<file path="src/hdl/lrfp_pkg.sv">
`timescale 1ns / 1ps

package lrfp_pkg;

   // Sync pair that opens every response frame.
   localparam logic [7:0] SYNC_FIRST  = 8'hA5;
   localparam logic [7:0] SYNC_SECOND = 8'h5A;

   // Descriptor layout: four little-endian word bytes, then the type byte.
   localparam int DESC_BYTES   = 4;
   localparam int DESC_IDX_W   = $clog2(DESC_BYTES);
   localparam int DESC_CNT_W   = DESC_IDX_W + 1;
   localparam int SIZE_FIELD_W = 30;
   localparam int MODE_W       = 2;

   // Default width of payload sizes and indexes.
   localparam int SIZE_BITS_DEF = 10;

   // Payload limit register.
   localparam int                LIMIT_W     = 10;
   localparam logic [LIMIT_W-1:0] LIMIT_RESET = 10'd255;

   // Parser phase.
   typedef enum logic [1:0] {
      PH_HUNT_A5  = 2'd0,
      PH_HUNT_5A  = 2'd1,
      PH_DESC     = 2'd2,
      PH_PAYLOAD  = 2'd3
   } phase_type;

   // Result event codes.
   typedef enum logic [1:0] {
      EV_DATA  = 2'd0,
      EV_EMPTY = 2'd1,
      EV_ERROR = 2'd2
   } event_type;

   // Control part of one parser result.
   typedef struct packed {
      logic      valid;
      event_type ev;
      logic      last;
   } rsp_ctrl_type;

endpackage

</file>
<file path="src/hdl/lrfp_ifs.sv">
`timescale 1ns / 1ps

// Received byte channel.
interface lrfp_req_if;
   logic       valid;
   logic       ready;
   logic [7:0] rx_byte;

   modport source (output valid, output rx_byte, input ready);
   modport sink (input valid, input rx_byte, output ready);
endinterface

// Parser result channel.
interface lrfp_rsp_if #(
   parameter int SIZE_BITS = lrfp_pkg::SIZE_BITS_DEF
);
   logic                     valid;
   logic                     ready;
   lrfp_pkg::event_type      event_res;
   logic [7:0]               data_byte;
   logic [SIZE_BITS-1:0]     byte_index;
   logic                     last;
   logic [SIZE_BITS-1:0]     frame_size;
   logic [1:0]               resp_mode;
   logic [7:0]               response_type;

   modport source (output valid, output event_res, output data_byte, output byte_index,
                   output last, output frame_size, output resp_mode,
                   output response_type, input ready);
   modport sink (input valid, input event_res, input data_byte, input byte_index,
                 input last, input frame_size, input resp_mode,
                 input response_type, output ready);
endinterface

// Payload limit register write channel.
interface lrfp_csr_if;
   logic                          valid;
   logic                          ready;
   logic [lrfp_pkg::LIMIT_W-1:0] payload_limit;

   modport source (output valid, output payload_limit, input ready);
   modport sink (input valid, input payload_limit, output ready);
endinterface

</file>
<file path="src/hdl/lrfp_parser.sv">
`timescale 1ns / 1ps

module lrfp_parser #(
   parameter int SIZE_BITS = lrfp_pkg::SIZE_BITS_DEF
) (
   input  logic                           clock,
   input  logic                           reset,
   input  logic                           step,
   input  logic [7:0]                     rx_byte,
   input  logic [lrfp_pkg::LIMIT_W-1:0]   limit,
   output lrfp_pkg::rsp_ctrl_type         ctrl,
   output logic [7:0]                     data_byte,
   output logic [SIZE_BITS-1:0]           byte_index,
   output logic [SIZE_BITS-1:0]           frame_size,
   output logic [lrfp_pkg::MODE_W-1:0]    resp_mode,
   output logic [7:0]                     response_type
);
   import lrfp_pkg::*;

   phase_type                phase_ff, phase_in;
   logic [7:0]               desc_ff [DESC_BYTES];
   logic [DESC_CNT_W-1:0]    desc_cnt_ff, desc_cnt_in;
   logic [SIZE_BITS-1:0]     pay_cnt_ff, pay_cnt_in;
   logic [SIZE_BITS-1:0]     held_size_ff, held_size_in;
   logic [MODE_W-1:0]        held_mode_ff, held_mode_in;
   logic [7:0]               held_type_ff, held_type_in;

   logic                     desc_full;
   logic [SIZE_FIELD_W-1:0]  word_size;
   logic [MODE_W-1:0]        word_mode;
   logic [SIZE_FIELD_W-1:0]  limit_ext;
   logic [SIZE_FIELD_W-1:0]  size_max_ext;
   logic [SIZE_FIELD_W-1:0]  limit_eff;
   logic [SIZE_FIELD_W-1:0]  size_sat;
   logic                     too_big;
   logic                     size_zero;
   logic [SIZE_BITS:0]       pay_next;
   logic                     pay_done;

   // Descriptor word decode and size checks.
   assign desc_full    = (desc_cnt_ff == DESC_CNT_W'(DESC_BYTES));
   assign word_size    = {desc_ff[3][5:0], desc_ff[2], desc_ff[1], desc_ff[0]};
   assign word_mode    = desc_ff[3][7:6];
   assign limit_ext    = SIZE_FIELD_W'(limit);
   assign size_max_ext = SIZE_FIELD_W'({SIZE_BITS{1'b1}});
   assign limit_eff    = (limit_ext > size_max_ext) ? size_max_ext : limit_ext;
   assign size_sat     = (word_size > size_max_ext) ? size_max_ext : word_size;
   assign too_big      = (word_size > limit_eff);
   assign size_zero    = (word_size == '0);

   // Payload position tracking.
   assign pay_next = {1'b0, pay_cnt_ff} + (SIZE_BITS+1)'(1);
   assign pay_done = (pay_next >= {1'b0, held_size_ff});

   // Next state.
   always_comb begin
      phase_in     = phase_ff;
      desc_cnt_in  = desc_cnt_ff;
      pay_cnt_in   = pay_cnt_ff;
      held_size_in = held_size_ff;
      held_mode_in = held_mode_ff;
      held_type_in = held_type_ff;
      if (step) begin
         unique case (phase_ff)
            PH_HUNT_A5: begin
               if (rx_byte == SYNC_FIRST) phase_in = PH_HUNT_5A;
            end
            PH_HUNT_5A: begin
               if (rx_byte == SYNC_SECOND) begin
                  phase_in    = PH_DESC;
                  desc_cnt_in = '0;
               end else if (rx_byte != SYNC_FIRST) begin
                  phase_in = PH_HUNT_A5;
               end
            end
            PH_DESC: begin
               if (!desc_full) begin
                  desc_cnt_in = desc_cnt_ff + DESC_CNT_W'(1);
               end else begin
                  held_mode_in = word_mode;
                  held_type_in = rx_byte;
                  if (too_big || size_zero) begin
                     held_size_in = size_sat[SIZE_BITS-1:0];
                     phase_in     = PH_HUNT_A5;
                     desc_cnt_in  = '0;
                     pay_cnt_in   = '0;
                  end else begin
                     held_size_in = word_size[SIZE_BITS-1:0];
                     pay_cnt_in   = '0;
                     phase_in     = PH_PAYLOAD;
                  end
               end
            end
            PH_PAYLOAD: begin
               if (pay_done) begin
                  phase_in    = PH_HUNT_A5;
                  desc_cnt_in = '0;
                  pay_cnt_in  = '0;
               end else begin
                  pay_cnt_in = pay_next[SIZE_BITS-1:0];
               end
            end
         endcase
      end
   end

   // Result for the byte taken in this cycle.
   always_comb begin
      ctrl          = '{valid: 1'b0, ev: EV_DATA, last: 1'b0};
      data_byte     = '0;
      byte_index    = '0;
      frame_size    = '0;
      resp_mode     = held_mode_ff;
      response_type = held_type_ff;
      if (step) begin
         unique case (phase_ff) inside
            PH_HUNT_A5, PH_HUNT_5A: begin
               ctrl.valid = 1'b0;
            end
            PH_DESC: begin
               resp_mode     = word_mode;
               response_type = rx_byte;
               if (desc_full && too_big) begin
                  ctrl       = '{valid: 1'b1, ev: EV_ERROR, last: 1'b1};
                  frame_size = size_sat[SIZE_BITS-1:0];
               end else if (desc_full && size_zero) begin
                  ctrl = '{valid: 1'b1, ev: EV_EMPTY, last: 1'b1};
               end
            end
            PH_PAYLOAD: begin
               ctrl       = '{valid: 1'b1, ev: EV_DATA, last: pay_done};
               data_byte  = rx_byte;
               byte_index = pay_cnt_ff;
               frame_size = held_size_ff;
            end
         endcase
      end
   end

   // Control state.
   always_ff @(posedge clock) begin
      if (reset) begin
         phase_ff     <= PH_HUNT_A5;
         desc_cnt_ff  <= '0;
         pay_cnt_ff   <= '0;
         held_size_ff <= '0;
         held_mode_ff <= '0;
         held_type_ff <= '0;
      end else begin
         phase_ff     <= phase_in;
         desc_cnt_ff  <= desc_cnt_in;
         pay_cnt_ff   <= pay_cnt_in;
         held_size_ff <= held_size_in;
         held_mode_ff <= held_mode_in;
         held_type_ff <= held_type_in;
      end
   end

   // Descriptor word bytes are written before they are ever read.
   always_ff @(posedge clock) begin
      if (step && (phase_ff == PH_DESC) && !desc_full) begin
         desc_ff[desc_cnt_ff[DESC_IDX_W-1:0]] <= rx_byte;
      end
   end

endmodule

</file>
<file path="src/hdl/lidar_response_frame_parser.sv">
// A result is registered and appears on rsp in the cycle after the byte that causes it is accepted.
// Throughput: one received byte per cycle while the result register is empty or being drained;
// the single result register is refilled in the same cycle that the downstream side takes its contents.
// Reset (synchronous, active high) returns the parser to the sync hunt, clears the
// result register and sets the payload limit to 255.
`timescale 1ns / 1ps

module lidar_response_frame_parser #(
   parameter int SIZE_BITS = lrfp_pkg::SIZE_BITS_DEF
) (
   input  logic         clock,
   input  logic         reset,
   lrfp_req_if.sink     req,
   lrfp_rsp_if.source   rsp,
   lrfp_csr_if.sink     csr
);
   import lrfp_pkg::*;

   logic [LIMIT_W-1:0]     limit_ff;
   logic                   req_fire;
   rsp_ctrl_type           ctrl;
   logic [7:0]             data_byte;
   logic [SIZE_BITS-1:0]   byte_index;
   logic [SIZE_BITS-1:0]   frame_size;
   logic [MODE_W-1:0]      resp_mode;
   logic [7:0]             response_type;

   logic                   rsp_valid_ff;
   event_type              rsp_event_ff;
   logic [7:0]             rsp_data_ff;
   logic [SIZE_BITS-1:0]   rsp_index_ff;
   logic                   rsp_last_ff;
   logic [SIZE_BITS-1:0]   rsp_size_ff;
   logic [MODE_W-1:0]      rsp_mode_ff;
   logic [7:0]             rsp_type_ff;

   // A request is taken whenever the result register is empty or being drained.
   assign req.ready = !rsp_valid_ff || rsp.ready;
   assign req_fire  = req.valid && req.ready;
   assign csr.ready = 1'b1;

   // Payload limit register.
   always_ff @(posedge clock) begin
      if (reset) begin
         limit_ff <= LIMIT_RESET;
      end else if (csr.valid) begin
         limit_ff <= csr.payload_limit;
      end
   end

   lrfp_parser #(
      .SIZE_BITS (SIZE_BITS)
   ) u_parser (
      .clock         (clock),
      .reset         (reset),
      .step          (req_fire),
      .rx_byte       (req.rx_byte),
      .limit         (limit_ff),
      .ctrl          (ctrl),
      .data_byte     (data_byte),
      .byte_index    (byte_index),
      .frame_size    (frame_size),
      .resp_mode     (resp_mode),
      .response_type (response_type)
   );

   // Result register valid flag.
   always_ff @(posedge clock) begin
      if (reset) begin
         rsp_valid_ff <= 1'b0;
      end else if (req_fire) begin
         rsp_valid_ff <= ctrl.valid;
      end else if (rsp.ready) begin
         rsp_valid_ff <= 1'b0;
      end
   end

   // Result register payload.
   always_ff @(posedge clock) begin
      if (req_fire && ctrl.valid) begin
         rsp_event_ff <= ctrl.ev;
         rsp_last_ff  <= ctrl.last;
         rsp_data_ff  <= data_byte;
         rsp_index_ff <= byte_index;
         rsp_size_ff  <= frame_size;
         rsp_mode_ff  <= resp_mode;
         rsp_type_ff  <= response_type;
      end
   end

   assign rsp.valid         = rsp_valid_ff;
   assign rsp.event_res     = rsp_event_ff;
   assign rsp.data_byte     = rsp_data_ff;
   assign rsp.byte_index    = rsp_index_ff;
   assign rsp.last          = rsp_last_ff;
   assign rsp.frame_size    = rsp_size_ff;
   assign rsp.resp_mode     = rsp_mode_ff;
   assign rsp.response_type = rsp_type_ff;

`ifndef ASSERT_OFF
   // A size error always closes the frame.
   a_error_last: assert property (@(posedge clock) disable iff (reset)
      (rsp.valid && (rsp.event_res == EV_ERROR)) |-> rsp.last)
      else $error("size error result without last");

   // An empty response carries a zero size and closes the frame.
   a_empty_zero: assert property (@(posedge clock) disable iff (reset)
      (rsp.valid && (rsp.event_res == EV_EMPTY)) |-> (rsp.last && (rsp.frame_size == '0)))
      else $error("empty response result is malformed");

   // A payload byte always lies inside the announced payload.
   a_index_range: assert property (@(posedge clock) disable iff (reset)
      (rsp.valid && (rsp.event_res == EV_DATA)) |-> (rsp.byte_index < rsp.frame_size))
      else $error("payload byte index beyond payload size");

   // A stalled result is not overwritten by a new request.
   a_no_overwrite: assert property (@(posedge clock) disable iff (reset)
      (rsp.valid && !rsp.ready) |-> !req_fire)
      else $error("request accepted while result register is full");
`endif

endmodule

</file>
<file path="src/flat_wrapper.sv">
// flat-port wrapper written by rule: the top's interface ports become plain ports
module lidar_response_frame_parser_flat import lrfp_pkg::*;
#(
   parameter int SIZE_BITS = lrfp_pkg::SIZE_BITS_DEF
)
  (clock, reset, req_valid, req_rx_byte, req_ready, rsp_valid, rsp_event_res, rsp_data_byte, rsp_byte_index, rsp_last, rsp_frame_size, rsp_resp_mode, rsp_response_type, rsp_ready, csr_valid, csr_payload_limit, csr_ready);
  lrfp_req_if req_i ();
  lrfp_rsp_if #(.SIZE_BITS(SIZE_BITS)) rsp_i ();
  lrfp_csr_if csr_i ();
  input  logic clock;
  input  logic reset;
  input wire logic [$bits(req_i.valid)-1:0] req_valid;
  input wire logic [$bits(req_i.rx_byte)-1:0] req_rx_byte;
  output wire logic [$bits(req_i.ready)-1:0] req_ready;
  output wire logic [$bits(rsp_i.valid)-1:0] rsp_valid;
  output wire logic [$bits(rsp_i.event_res)-1:0] rsp_event_res;
  output wire logic [$bits(rsp_i.data_byte)-1:0] rsp_data_byte;
  output wire logic [$bits(rsp_i.byte_index)-1:0] rsp_byte_index;
  output wire logic [$bits(rsp_i.last)-1:0] rsp_last;
  output wire logic [$bits(rsp_i.frame_size)-1:0] rsp_frame_size;
  output wire logic [$bits(rsp_i.resp_mode)-1:0] rsp_resp_mode;
  output wire logic [$bits(rsp_i.response_type)-1:0] rsp_response_type;
  input wire logic [$bits(rsp_i.ready)-1:0] rsp_ready;
  input wire logic [$bits(csr_i.valid)-1:0] csr_valid;
  input wire logic [$bits(csr_i.payload_limit)-1:0] csr_payload_limit;
  output wire logic [$bits(csr_i.ready)-1:0] csr_ready;
  assign req_i.valid = req_valid;
  assign req_i.rx_byte = req_rx_byte;
  assign req_ready = req_i.ready;
  assign rsp_valid = rsp_i.valid;
  assign rsp_event_res = rsp_i.event_res;
  assign rsp_data_byte = rsp_i.data_byte;
  assign rsp_byte_index = rsp_i.byte_index;
  assign rsp_last = rsp_i.last;
  assign rsp_frame_size = rsp_i.frame_size;
  assign rsp_resp_mode = rsp_i.resp_mode;
  assign rsp_response_type = rsp_i.response_type;
  assign rsp_i.ready = rsp_ready;
  assign csr_i.valid = csr_valid;
  assign csr_i.payload_limit = csr_payload_limit;
  assign csr_ready = csr_i.ready;
  lidar_response_frame_parser #(.SIZE_BITS(SIZE_BITS)) u_core (.clock(clock), .reset(reset), .req(req_i), .rsp(rsp_i), .csr(csr_i));
endmodule
</file>
<file path="config.mk">
export PLATFORM = sky130hd
export DESIGN_NAME = lidar_response_frame_parser_flat
export DESIGN_NICKNAME = d
export VERILOG_FILES = /design/src/hdl/lrfp_pkg.sv /design/src/hdl/lrfp_ifs.sv /design/src/hdl/lrfp_parser.sv /design/src/hdl/lidar_response_frame_parser.sv /design/src/flat_wrapper.sv
export SDC_FILE = /design/constraint.sdc
export NUM_CORES = 1
export LEC_CHECK = 0
export CAP_MARGIN = 15
export CELL_PAD_IN_SITES_DETAIL_PLACEMENT = 1
export CELL_PAD_IN_SITES_GLOBAL_PLACEMENT = 2
export CORE_MARGIN = 4
export CORE_UTILIZATION = 37
export DETAILED_ROUTE_END_ITERATION = 12
export DONT_BUFFER_PORTS = 1
export PLACE_DENSITY = 0.76
export SETUP_SLACK_MARGIN = 0.3
export SLEW_MARGIN = 10
export SYNTH_ARGS = -nofsm -noshare
export SYNTH_HDL_FRONTEND = slang
export SYNTH_SLANG_ARGS = --single-unit
</file>
<file path="constraint.sdc">
create_clock -name clock -period 3.1 [get_ports clock]
set_input_delay 0.155 -clock clock [delete_from_list [all_inputs] [get_ports clock]]
set_output_delay 0.155 -clock clock [all_outputs]
set_load 0.01 [all_outputs]
</file>
==> Word-level counts from Yosys, hierarchy flattened <==
Memory sizes are Yosys's and may differ from the RTL's.
Cells that the tools add are included.
{ "word_totals": {"regBits": 87, "ram_bits": 32, "input_bits": 23, "output_inout_bits": 44, "mem_count": 1} }
{ "op_classes": {"n_addsub": 2, "order_cmp": 4, "eq_ne": 13, "muxes": 33, "reduce_logical": 21} }
{ "mem_list": {"columns": ["name", "depth", "width", "read_ports", "rd_clocked_by_memory_dff", "wr", "line", "text"], "rows": [
  ["u_core.u_parser.desc_ff", 4, 8, 4, 0, 1, "lrfp_parser.sv:21", "logic [7:0] desc_ff [DESC_BYTES];"]
]} }
{ "op_table": {"columns": ["operator", "count"], "rows": [
  ["10-bit two-way mux", 6],
  ["10-bit one-hot mux with 2 select lines", 2],
  ["30-bit by 10-bit greater-than comparator with 1-bit output", 1],
  ["30-bit by 10-bit greater-than comparator with 1-bit output, second input constant", 1],
  ["30-bit logical NOT", 1],
  ["2-bit two-way mux", 8],
  ["8-bit two-way mux", 2],
  ["3-bit two-way mux", 4],
  ["4-bit two-way mux", 3],
  ["10-bit by 1-bit adder with 11-bit output, second input constant", 1],
  ["11-bit by 10-bit greater-or-equal comparator with 1-bit output", 1],
  ["10-bit greater-than comparator, second input constant", 1],
  ["5-bit AND reduction", 2],
  ["3-bit one-hot mux with 3 select lines", 1],
  ["8-bit by 7-bit == test with 1-bit output, second input constant", 1],
  ["8-bit == test, second input constant", 1],
  ["2-bit inequality test, second input constant", 4],
  ["8-bit inequality test, second input constant", 1],
  ["2-bit one-hot mux with 4 select lines", 1],
  ["1-bit logical AND", 6],
  ["3-bit inequality test, second input constant", 2],
  ["3-bit one-hot mux with 2 select lines", 1],
  ["3-bit AND reduction", 2],
  ["2-bit == test, second input constant", 2],
  ["other kinds (12)", 18]
]} }

==> Longest topological paths before layout <==
Gate-level depths: netlist of the first run.
{ "logic_depth": {"word_depth": 8, "ltp_mapped": 13, "ltp_nobuf": 12} }

==> By module <==
Synthesis of the first run repeated with hierarchy kept, for this count alone.
{ "unflattened": {"hier_cells": 490, "area_unflattened_um2": 5376.4} }
{ "modules_own_cells": {"columns": ["module", "n_inst", "cells_each", "area_each_um2", "seq_area_each_um2"], "rows": [
  ["lrfp_parser", 1, 409, 3713.6, 1661.6],
  ["lidar_response_frame_parser", 1, 81, 1662.8, 1451.4]
]} }

==> Least setup slack after synthesis of the first run <==
OpenSTA, ideal clock, no wires.
{ "synth_path": {"kind": "register to register", "from": "memory u_core.u_parser.desc_ff[3][3]", "to": "register u_core.rsp_index_ff[0], in the netlist u_core.rsp.byte_index[0], enable pin", "setup_ps": 537, "t_arrival_ps": 2488, "slack_ps": 74, "path_stages_with_launch": 7, "synth_period_minus_slack_ps": 3026, "path_cell_list": "edfxtp_1 or4_1 or3_1 a211oi_2 and3_1 nand2b_1 nand2_1"} }
{ "synth_rtl": {"columns": ["element", "line", "text"], "rows": [
  ["start, declared", "lrfp_parser.sv:21", null],
  ["end signal, assigned", "lidar_response_frame_parser.sv:84", "rsp_index_ff <= byte_index;"],
  ["end, declared", "lidar_response_frame_parser.sv:31", "logic [SIZE_BITS-1:0] rsp_index_ff;"]
]} }

==> Worst setup path in the final report of the first run <==
{ "layout_path": {"from": "register u_core.u_parser.pay_cnt_ff[0]", "to": "register u_core.u_parser.pay_cnt_ff[9]"} }
{ "layout_between": {"elab_chain_len": 4} }
{ "layout_lines": {"columns": ["element", "line", "text"], "rows": [
  ["start, declared", "lrfp_parser.sv:23", "logic [SIZE_BITS-1:0] pay_cnt_ff, pay_cnt_in;"],
  ["start signal, assigned", "lrfp_parser.sv:152", "pay_cnt_ff <= pay_cnt_in;"],
  ["10-bit by 1-bit adder with 11-bit output *", "lrfp_parser.sv:52", "assign pay_next = {1'b0, pay_cnt_ff} + (SIZE_BITS+1)'(1);"],
  ["11-bit by 10-bit greater-or-equal comparator with 1-bit output", "lrfp_parser.sv:53", "assign pay_done = (pay_next >= {1'b0, held_size_ff});"],
  ["10-bit two-way mux *", "lrfp_parser.sv:95", "if (pay_done) begin"],
  ["10-bit one-hot mux with 2 select lines *", "lrfp_parser.sv:64", "unique case (phase_ff)"]
]} }
Mark *: on every way between the ends. The rest lies on a longest branch, timed or not.
A chain may end at the register's enable or synchronous reset.

==> results of run 1 <==
[worst paths after layout]
kind	start	end	cells after the start
setup reg to reg	u_core.u_parser.pay_cnt_ff[0]	u_core.u_parser.pay_cnt_ff[9]	13
hold / removal	reset	u_core.limit_ff[0]	2
setup / recovery	u_core.u_parser.pay_cnt_ff[0]	u_core.u_parser.pay_cnt_ff[9]	13
hold reg to reg	u_core.u_parser.held_mode_ff[1]	u_core.u_parser.held_mode_ff[1]	2
[per-layer routing]
metal	GRT usage	part of all wire	wire length [um]
met2	0.300	0.49	7110
met3	0.0467	0.035	501
met4	0.0705	0.022	322
met5	0	0	0
met1	0.224	0.45	6590
[flip-flops by register name (all words and copies together) (netlist names)]
name	flops
u_core.rsp.frame_size	10
u_core.u_parser.phase_ff	2
u_core.u_parser.desc_cnt_ff	3
u_core.u_parser.held_type_ff	8
u_core.u_parser.pay_cnt_ff	10
u_core.rsp.resp_mode	2
u_core.u_parser.held_mode_ff	2
u_core.limit_ff	10
u_core.u_parser.held_size_ff	10
u_core.rsp.response_type	8
u_core.rsp.last	1
u_core.rsp.byte_index	10
u_core.rsp.valid	1
u_core.rsp.data_byte	8
u_core.rsp.event_res	2
u_core.u_parser.desc_ff	32
[through the flow]
step / TNS, ns / power, uW / hold slack [ns]
after floorplan: 0 / 1760 / 0.254
after global placement: 0 / 1750 / 0.229
after detailed placement: -0.0812 / 1750 / 0.233
after CTS: 0 / 3970 / 0.0221
after global routing: 0 / 4050 / 0.0586
final: 0 / 3930 / 0.0290
[cell families (layout without fill, tap and decap cells)]
group | Yosys count | count (layout) | synth area share
simple gates | 218 | 218 | 0.193
buf+inv | 54 | 110 | 0.0397
fa+ha+maj | 25 | 25 | 0.0587
flops | 119 | 119 | 0.584
compound gates | 78 | 78 | 0.0977
other cells | 1 | 1 | 0.000704
xor+xnor | 9 | 9 | 0.0148
mux | 6 | 6 | 0.0115
[final cells by class]
type                    count  area (um2)
fillers                  1516        7230
flip-flops and latches    119        3140
multi-input cells         337        2180
clock buffers              22         474
repair buffers             53         474
well taps                 180         225
clock inverters            10         174
inverters                  25        93.8
[worst max-delay path, stage by stage (launching register included)]
cell	delay [ns]
dfxtp_4	0.38
nand2_4	0.07
nor2_4	0.11
nand4_1	0.15
xnor2_2	0.19
ha_1	0.32
a22o_1	0.23
nor4_2	0.18
o221ai_2	0.21
a211oi_4	0.30
buf_4	0.17
buf_6	0.13
nand3_1	0.11
a21oi_1	0.15
[power by group]
part | total [uW] | switching (uW) | internal, uW
clock network | 2160 | 677 | 1480
logic | 92.7 | 53.3 | 39.4
registers | 1680 | 3.28 | 1670
total | 3930 | 734 | 3190
[Yosys cell counts, drive strengths merged, types with 9 or more instances]
master	count	share of area
inv	24	0.017
nand2	93	0.066
and2	20	0.023
a21oi	26	0.024
ha	25	0.059
nor2	39	0.027
o22ai	9	0.011
dfxtp	46	0.17
a211oi	13	0.020
nand3	19	0.018
clkbuf	23	0.016
edfxtp	73	0.41
[repair_timing]
action	in CTS	in global routing
setup buffers	14	6
endpoints found under the hold margin	94	0
pin swaps	19	21
hold buffers	22	0
setup endpoints to repair	39	45
gates resized for setup	26	17
gates cloned	1	0
==> impl_metrics.tcl, run 1 <==
set metrics [dict create \
    grt_max_degree 38 \
    synth-edff-count 73 \
    grt_pass1_wl_mm 22.4 \
    syn_inst 510 \
    setup_viol_count_final 0 \
    slew_headroom 0.546 \
    placedCellCount 671 \
    status "finished, final reports clean" \
    io_pins 67 \
    hp-class "primary input to flip-flop" \
    synth-seq-cells 119 \
    syn-num-nets 558 \
    clock_tree.buffer_depth 2 \
    first_pass_iters 4 \
    tritoncts "done" \
    antenna_found_initial 0 \
    syn_avg_cell_area_um2 10.4 \
    skew_ns 0.00849 \
    layout.cells.non_filler 746 \
    htree_levels 4 \
    die_x_um 128 \
    fmax_ghz 0.360 \
    critPathMaxFanout 7 \
    wl_mm 14.5 \
    gp_congestion 0.832 \
    via_per_inst 5.34 \
    area_delta_synth_final_pct 26.8 \
    required_ns 3.44 \
    netlist_area_mm2 0.00533 \
    cts_buffers 17 \
    final_nets 601 \
    power.leakage_uw 0.00241 \
    dieHeight_um 128 \
    tightest_slew_ns 0.680 \
    drc 0 \
    drt_iter0_drc 236 \
    grt-ovfl-total 0 \
    dieArea_mm2 0.0164 \
    rsz0062_at_grt "yes" \
    fin_ws_ns 0.319 \
    clock-root-buffer "clkbuf_16" \
    async_reset_ff_frac 0 \
    dp_slack_ns -0.0420 \
    dpl_cell_area_mm2 0.00554 \
    clk_latency_ns 0.41 \
    vias 3980 \
    worstSetupStartpointType "flip-flop" \
    final_common_cell "nand2_1" \
    ys_types 50 \
    fin_area_mm2 0.00676 \
    cap_viol_max_count 0 \
    drtAntennaViolNets 0 \
    io_buffers 0 \
    cp-end-kind "flip-flop" \
    path_class "flip-flop to flip-flop" \
    grt_pass1_vias 4163 \
    period_share 0.897 \
    synth_flop_cell "edfxtp_1" \
    mostFrequentLayoutCells "89 x nand2_1, 73 x edfxtp_1, 38 x dfxtp_1, 36 x nor2_1, 28 x buf_4" \
    r2r_slack_ns 0.32 \
    cts_sinks 119 \
    placementRows 43 \
    dpl.hpwl_mm 9.18 \
    drive_gt1_frac 0.180 \
    core_mm2 0.0140 \
    routedWlPerCell_um 19.5 \
    final_hold_viol_count 0 \
    arrival_ns 3.12 \
    grt_usage 0.180 \
    diodes 0 \
    clk_pin_slew_worst_paths_ns 0.06 \
    yosysSeqAreaShare 0.584 \
    min_period_ns 2.78 \
    yosys_warnings 0 \
    start_util 0.381 \
    finalMaxSlewViolations 0 \
    finish.utilization 0.483 \
    cellPowerDensity_mw_per_mm2 581 \
    vdd_drop_max_mv 0.302 \
]
Power figures use the tool's default switching activity.
==> inputs of run 2 (changes only) <==
--- a/config.mk
+++ b/config.mk
@@ -5,14 +5,14 @@
 export SDC_FILE = /design/constraint.sdc
 export NUM_CORES = 1
 export LEC_CHECK = 0
+export BUFFER_PORTS_ARGS = -buffer_cell sky130_fd_sc_hd__buf_2
 export CAP_MARGIN = 15
 export CELL_PAD_IN_SITES_DETAIL_PLACEMENT = 1
 export CELL_PAD_IN_SITES_GLOBAL_PLACEMENT = 2
 export CORE_MARGIN = 4
-export CORE_UTILIZATION = 37
+export CORE_UTILIZATION = 34
 export DETAILED_ROUTE_END_ITERATION = 12
-export DONT_BUFFER_PORTS = 1
-export PLACE_DENSITY = 0.76
+export PLACE_DENSITY = 0.77
 export SETUP_SLACK_MARGIN = 0.3
 export SLEW_MARGIN = 10
 export SYNTH_ARGS = -nofsm -noshare
==> constraint.sdc (replaced) <==
create_clock -name clock -period 3.1 [get_ports clock]
set_input_delay 0.62 -clock clock [delete_from_list [all_inputs] [get_ports clock]]
set_output_delay 0.62 -clock clock [all_outputs]
set_load 0.01 [all_outputs]
==> run 2 against run 1 <==
  * Design area increased by 3.9%
  * Worst setup slack improved by 0.033 ns
  * Non-clock buffer count increased by 61
  * Power decreased by 8.2%
  * Sequential power about the same
  * Maximum frequency increased by 1.2%
  * Via count increased by 3.8%
  * Global-route usage decreased by 0.77 points
  * Combinational power decreased by 6.0%
  * Largest power group unchanged
==> impl_metrics.tcl, run 2 (synthesis gave the netlist of run 1 again) <==
set metrics [dict create \
    start_util 0.349 \
    dieHeight_um 133 \
    drtAntennaViolNets 0 \
    final_common_cell "nand2_1" \
    power.share.clock 0.511 \
    grt_pass1_wl_mm 23.6 \
    dp_slack_ns 0.0189 \
    grt-ovfl-total 0 \
    fill_cells 1664 \
    grt_usage 0.172 \
    period_share 0.886 \
    crit_path_frequent_cell "nand3_4" \
    critPathMaxStageDelay_ns 0.39 \
    dpl.hpwl_mm 9.73 \
    cts_buffers 17 \
    layout.cells.non_filler 838 \
    crit_buf_inv 3 \
    grt_pass1_vias 4366 \
    worstSetupStartpointType "flip-flop" \
    cap_viol_max_count 0 \
    finalMaxSlewViolations 0 \
    grt_max_degree 32 \
    die_x_um 133 \
    largest_reg_flops 32 \
    vdd_drop_max_mv 0.353 \
    slew_headroom 0.449 \
    clock-root-buffer "clkbuf_16" \
    min_period_ns 2.75 \
    io_pins 67 \
    final_hold_viol_count 0 \
    fin_ws_ns 0.353 \
    clk_pin_slew_worst_paths_ns 0.06 \
    core_mm2 0.0153 \
    clk_latency_ns 0.42 \
    tritoncts "done" \
    drc 0 \
    swShare 0.223 \
    diodes 0 \
    first_pass_iters 4 \
    cts_hold_buf 0 \
    power.leakage_uw 0.00255 \
    drive_gt1_frac 0.295 \
    clock_tree.buffer_depth 2 \
    fin_area_mm2 0.00702 \
    via_per_inst 4.93 \
    dpl_cell_area_mm2 0.00594 \
    skew_ns 0.00965 \
    area_delta_synth_final_pct 31.7 \
    internal_power_uw 2800 \
    io_buffers 65 \
    setup_viol_count_final 0 \
    final_nets 662 \
    vias 4133 \
    gp_congestion 0.817 \
    required_ns 3.42 \
    rsz0062_at_grt "yes" \
    cts_sinks 119 \
    status "finished, final reports clean" \
    placedCellCount 770 \
    finalSetupTns_ns 0 \
    htree_levels 4 \
    crit_chain "ha_4, nand3_4, inv_4, nand3_4, xnor2_2, ha_1, a22o_1, nor4_2, o221ai_2, a211oi_4, buf_4, buf_8, nand3_1, a31oi_1" \
    hp-class "primary input to flip-flop" \
    routedWlPerCell_um 18.0 \
    antenna_found_initial 0 \
    share_seq_of_total_power 0.464 \
    fmax_ghz 0.364 \
    wl_mm 15.1 \
    power_frac_comb 0.024 \
    arrival_ns 3.07 \
    drt_iter0_drc 259 \
    dieArea_mm2 0.0177 \
    holdWs_ns 0.417 \
    crit_family "compound AO/OA/AOI/OAI gates" \
    worst_path_max_delay_cell "dfxtp_4" \
    placementRows 45 \
    mostFrequentLayoutCells "90 x nand2_1, 73 x edfxtp_1, 65 x buf_2, 39 x dfxtp_1" \
    critPathMaxFanout 8 \
    switching_power_uw 805 \
    cellPowerDensity_mw_per_mm2 514 \
    path_class "flip-flop to flip-flop" \
    cp-end-kind "flip-flop" \
    tightest_slew_ns 0.824 \
]
## run 2: changes by cell type in the layout (fill, tap and decap cells not counted), moves of 3 or more
cell / before / now
buf_2: 0 / 65
buf_4: 28 / 36
buf_6: 3 / 10
bufinv_16: 5 / 1
clkbuf_8: 3 / 0
clkinv_4: 0 / 4
clkinvlp_4: 0 / 4
dlygate4sd3_1: 21 / 0
## run 2: cell type report
cell class | count | area, um2 | share of cell area
Clock buffer | 17 | 425 | 0.0606
Clock inverter | 15 | 131 | 0.0187
Inverter | 25 | 96.3 | 0.0137
Multi-Input combinational cell | 337 | 2210 | 0.314
Sequential cell | 119 | 3140 | 0.447
Tap cell | 211 | 264 | 0.0376
Timing Repair Buffer | 114 | 758 | 0.108
## run 2: repair_timing
item                                    in CTS  in global routing
gates resized for setup                     28                 30
endpoints found under the setup margin      46                 55
buffers inserted                            28                  7
gates cloned                                 1                  0
pin swaps                                   16                 24
## run 2: metal layers
metal / vias up / share of wire / global-route usage
met3: 21 / 0.036 / 0.0461
met4: 0 / 0.015 / 0.0554
met2: 78 / 0.50 / 0.295
met5: - / 0 / 0
li1: 2016 / - / -
met1: 2018 / 0.45 / 0.212
## run 2: worst min-delay path, stage by stage
cell and delay [ns]:
buf_2 0.07, nand2_1 0.04, o211ai_1 0.06
## run 2: worst paths after layout
| kind | start | to | slack [ns] | cells after the start |
|---|---|---|---|---|
| setup reg to reg | u_core.u_parser.pay_cnt_ff[1] | u_core.u_parser.pay_cnt_ff[3] | 0.35 | 14 |
| hold / removal | csr_payload_limit[1] | u_core.limit_ff[1] | 0.42 | 3 |
| hold reg to reg | u_core.u_parser.held_type_ff[3] | u_core.u_parser.held_type_ff[3] | 0.46 | 2 |
| setup / recovery | u_core.u_parser.pay_cnt_ff[1] | u_core.u_parser.pay_cnt_ff[3] | 0.35 | 14 |
## run 2: per-stage QoR
stage	util	power [uW]
after floorplan	-	1760
after CTS	0.447	3650
after global routing	0.460	3750
after detailed placement	0.389	1800
after global placement	0.389	1800
final	0.460	3610
## run 2: power by group through the flow
stage	combinational (uW)	sequential (uW)	clock [uW]
finish	87.1	1670	1840
global route	98.9	1670	1970
CTS	87.7	1680	1880
detailed placement	86.3	1710	0
global placement	82.3	1710	0
floorplan	43.5	1710	0
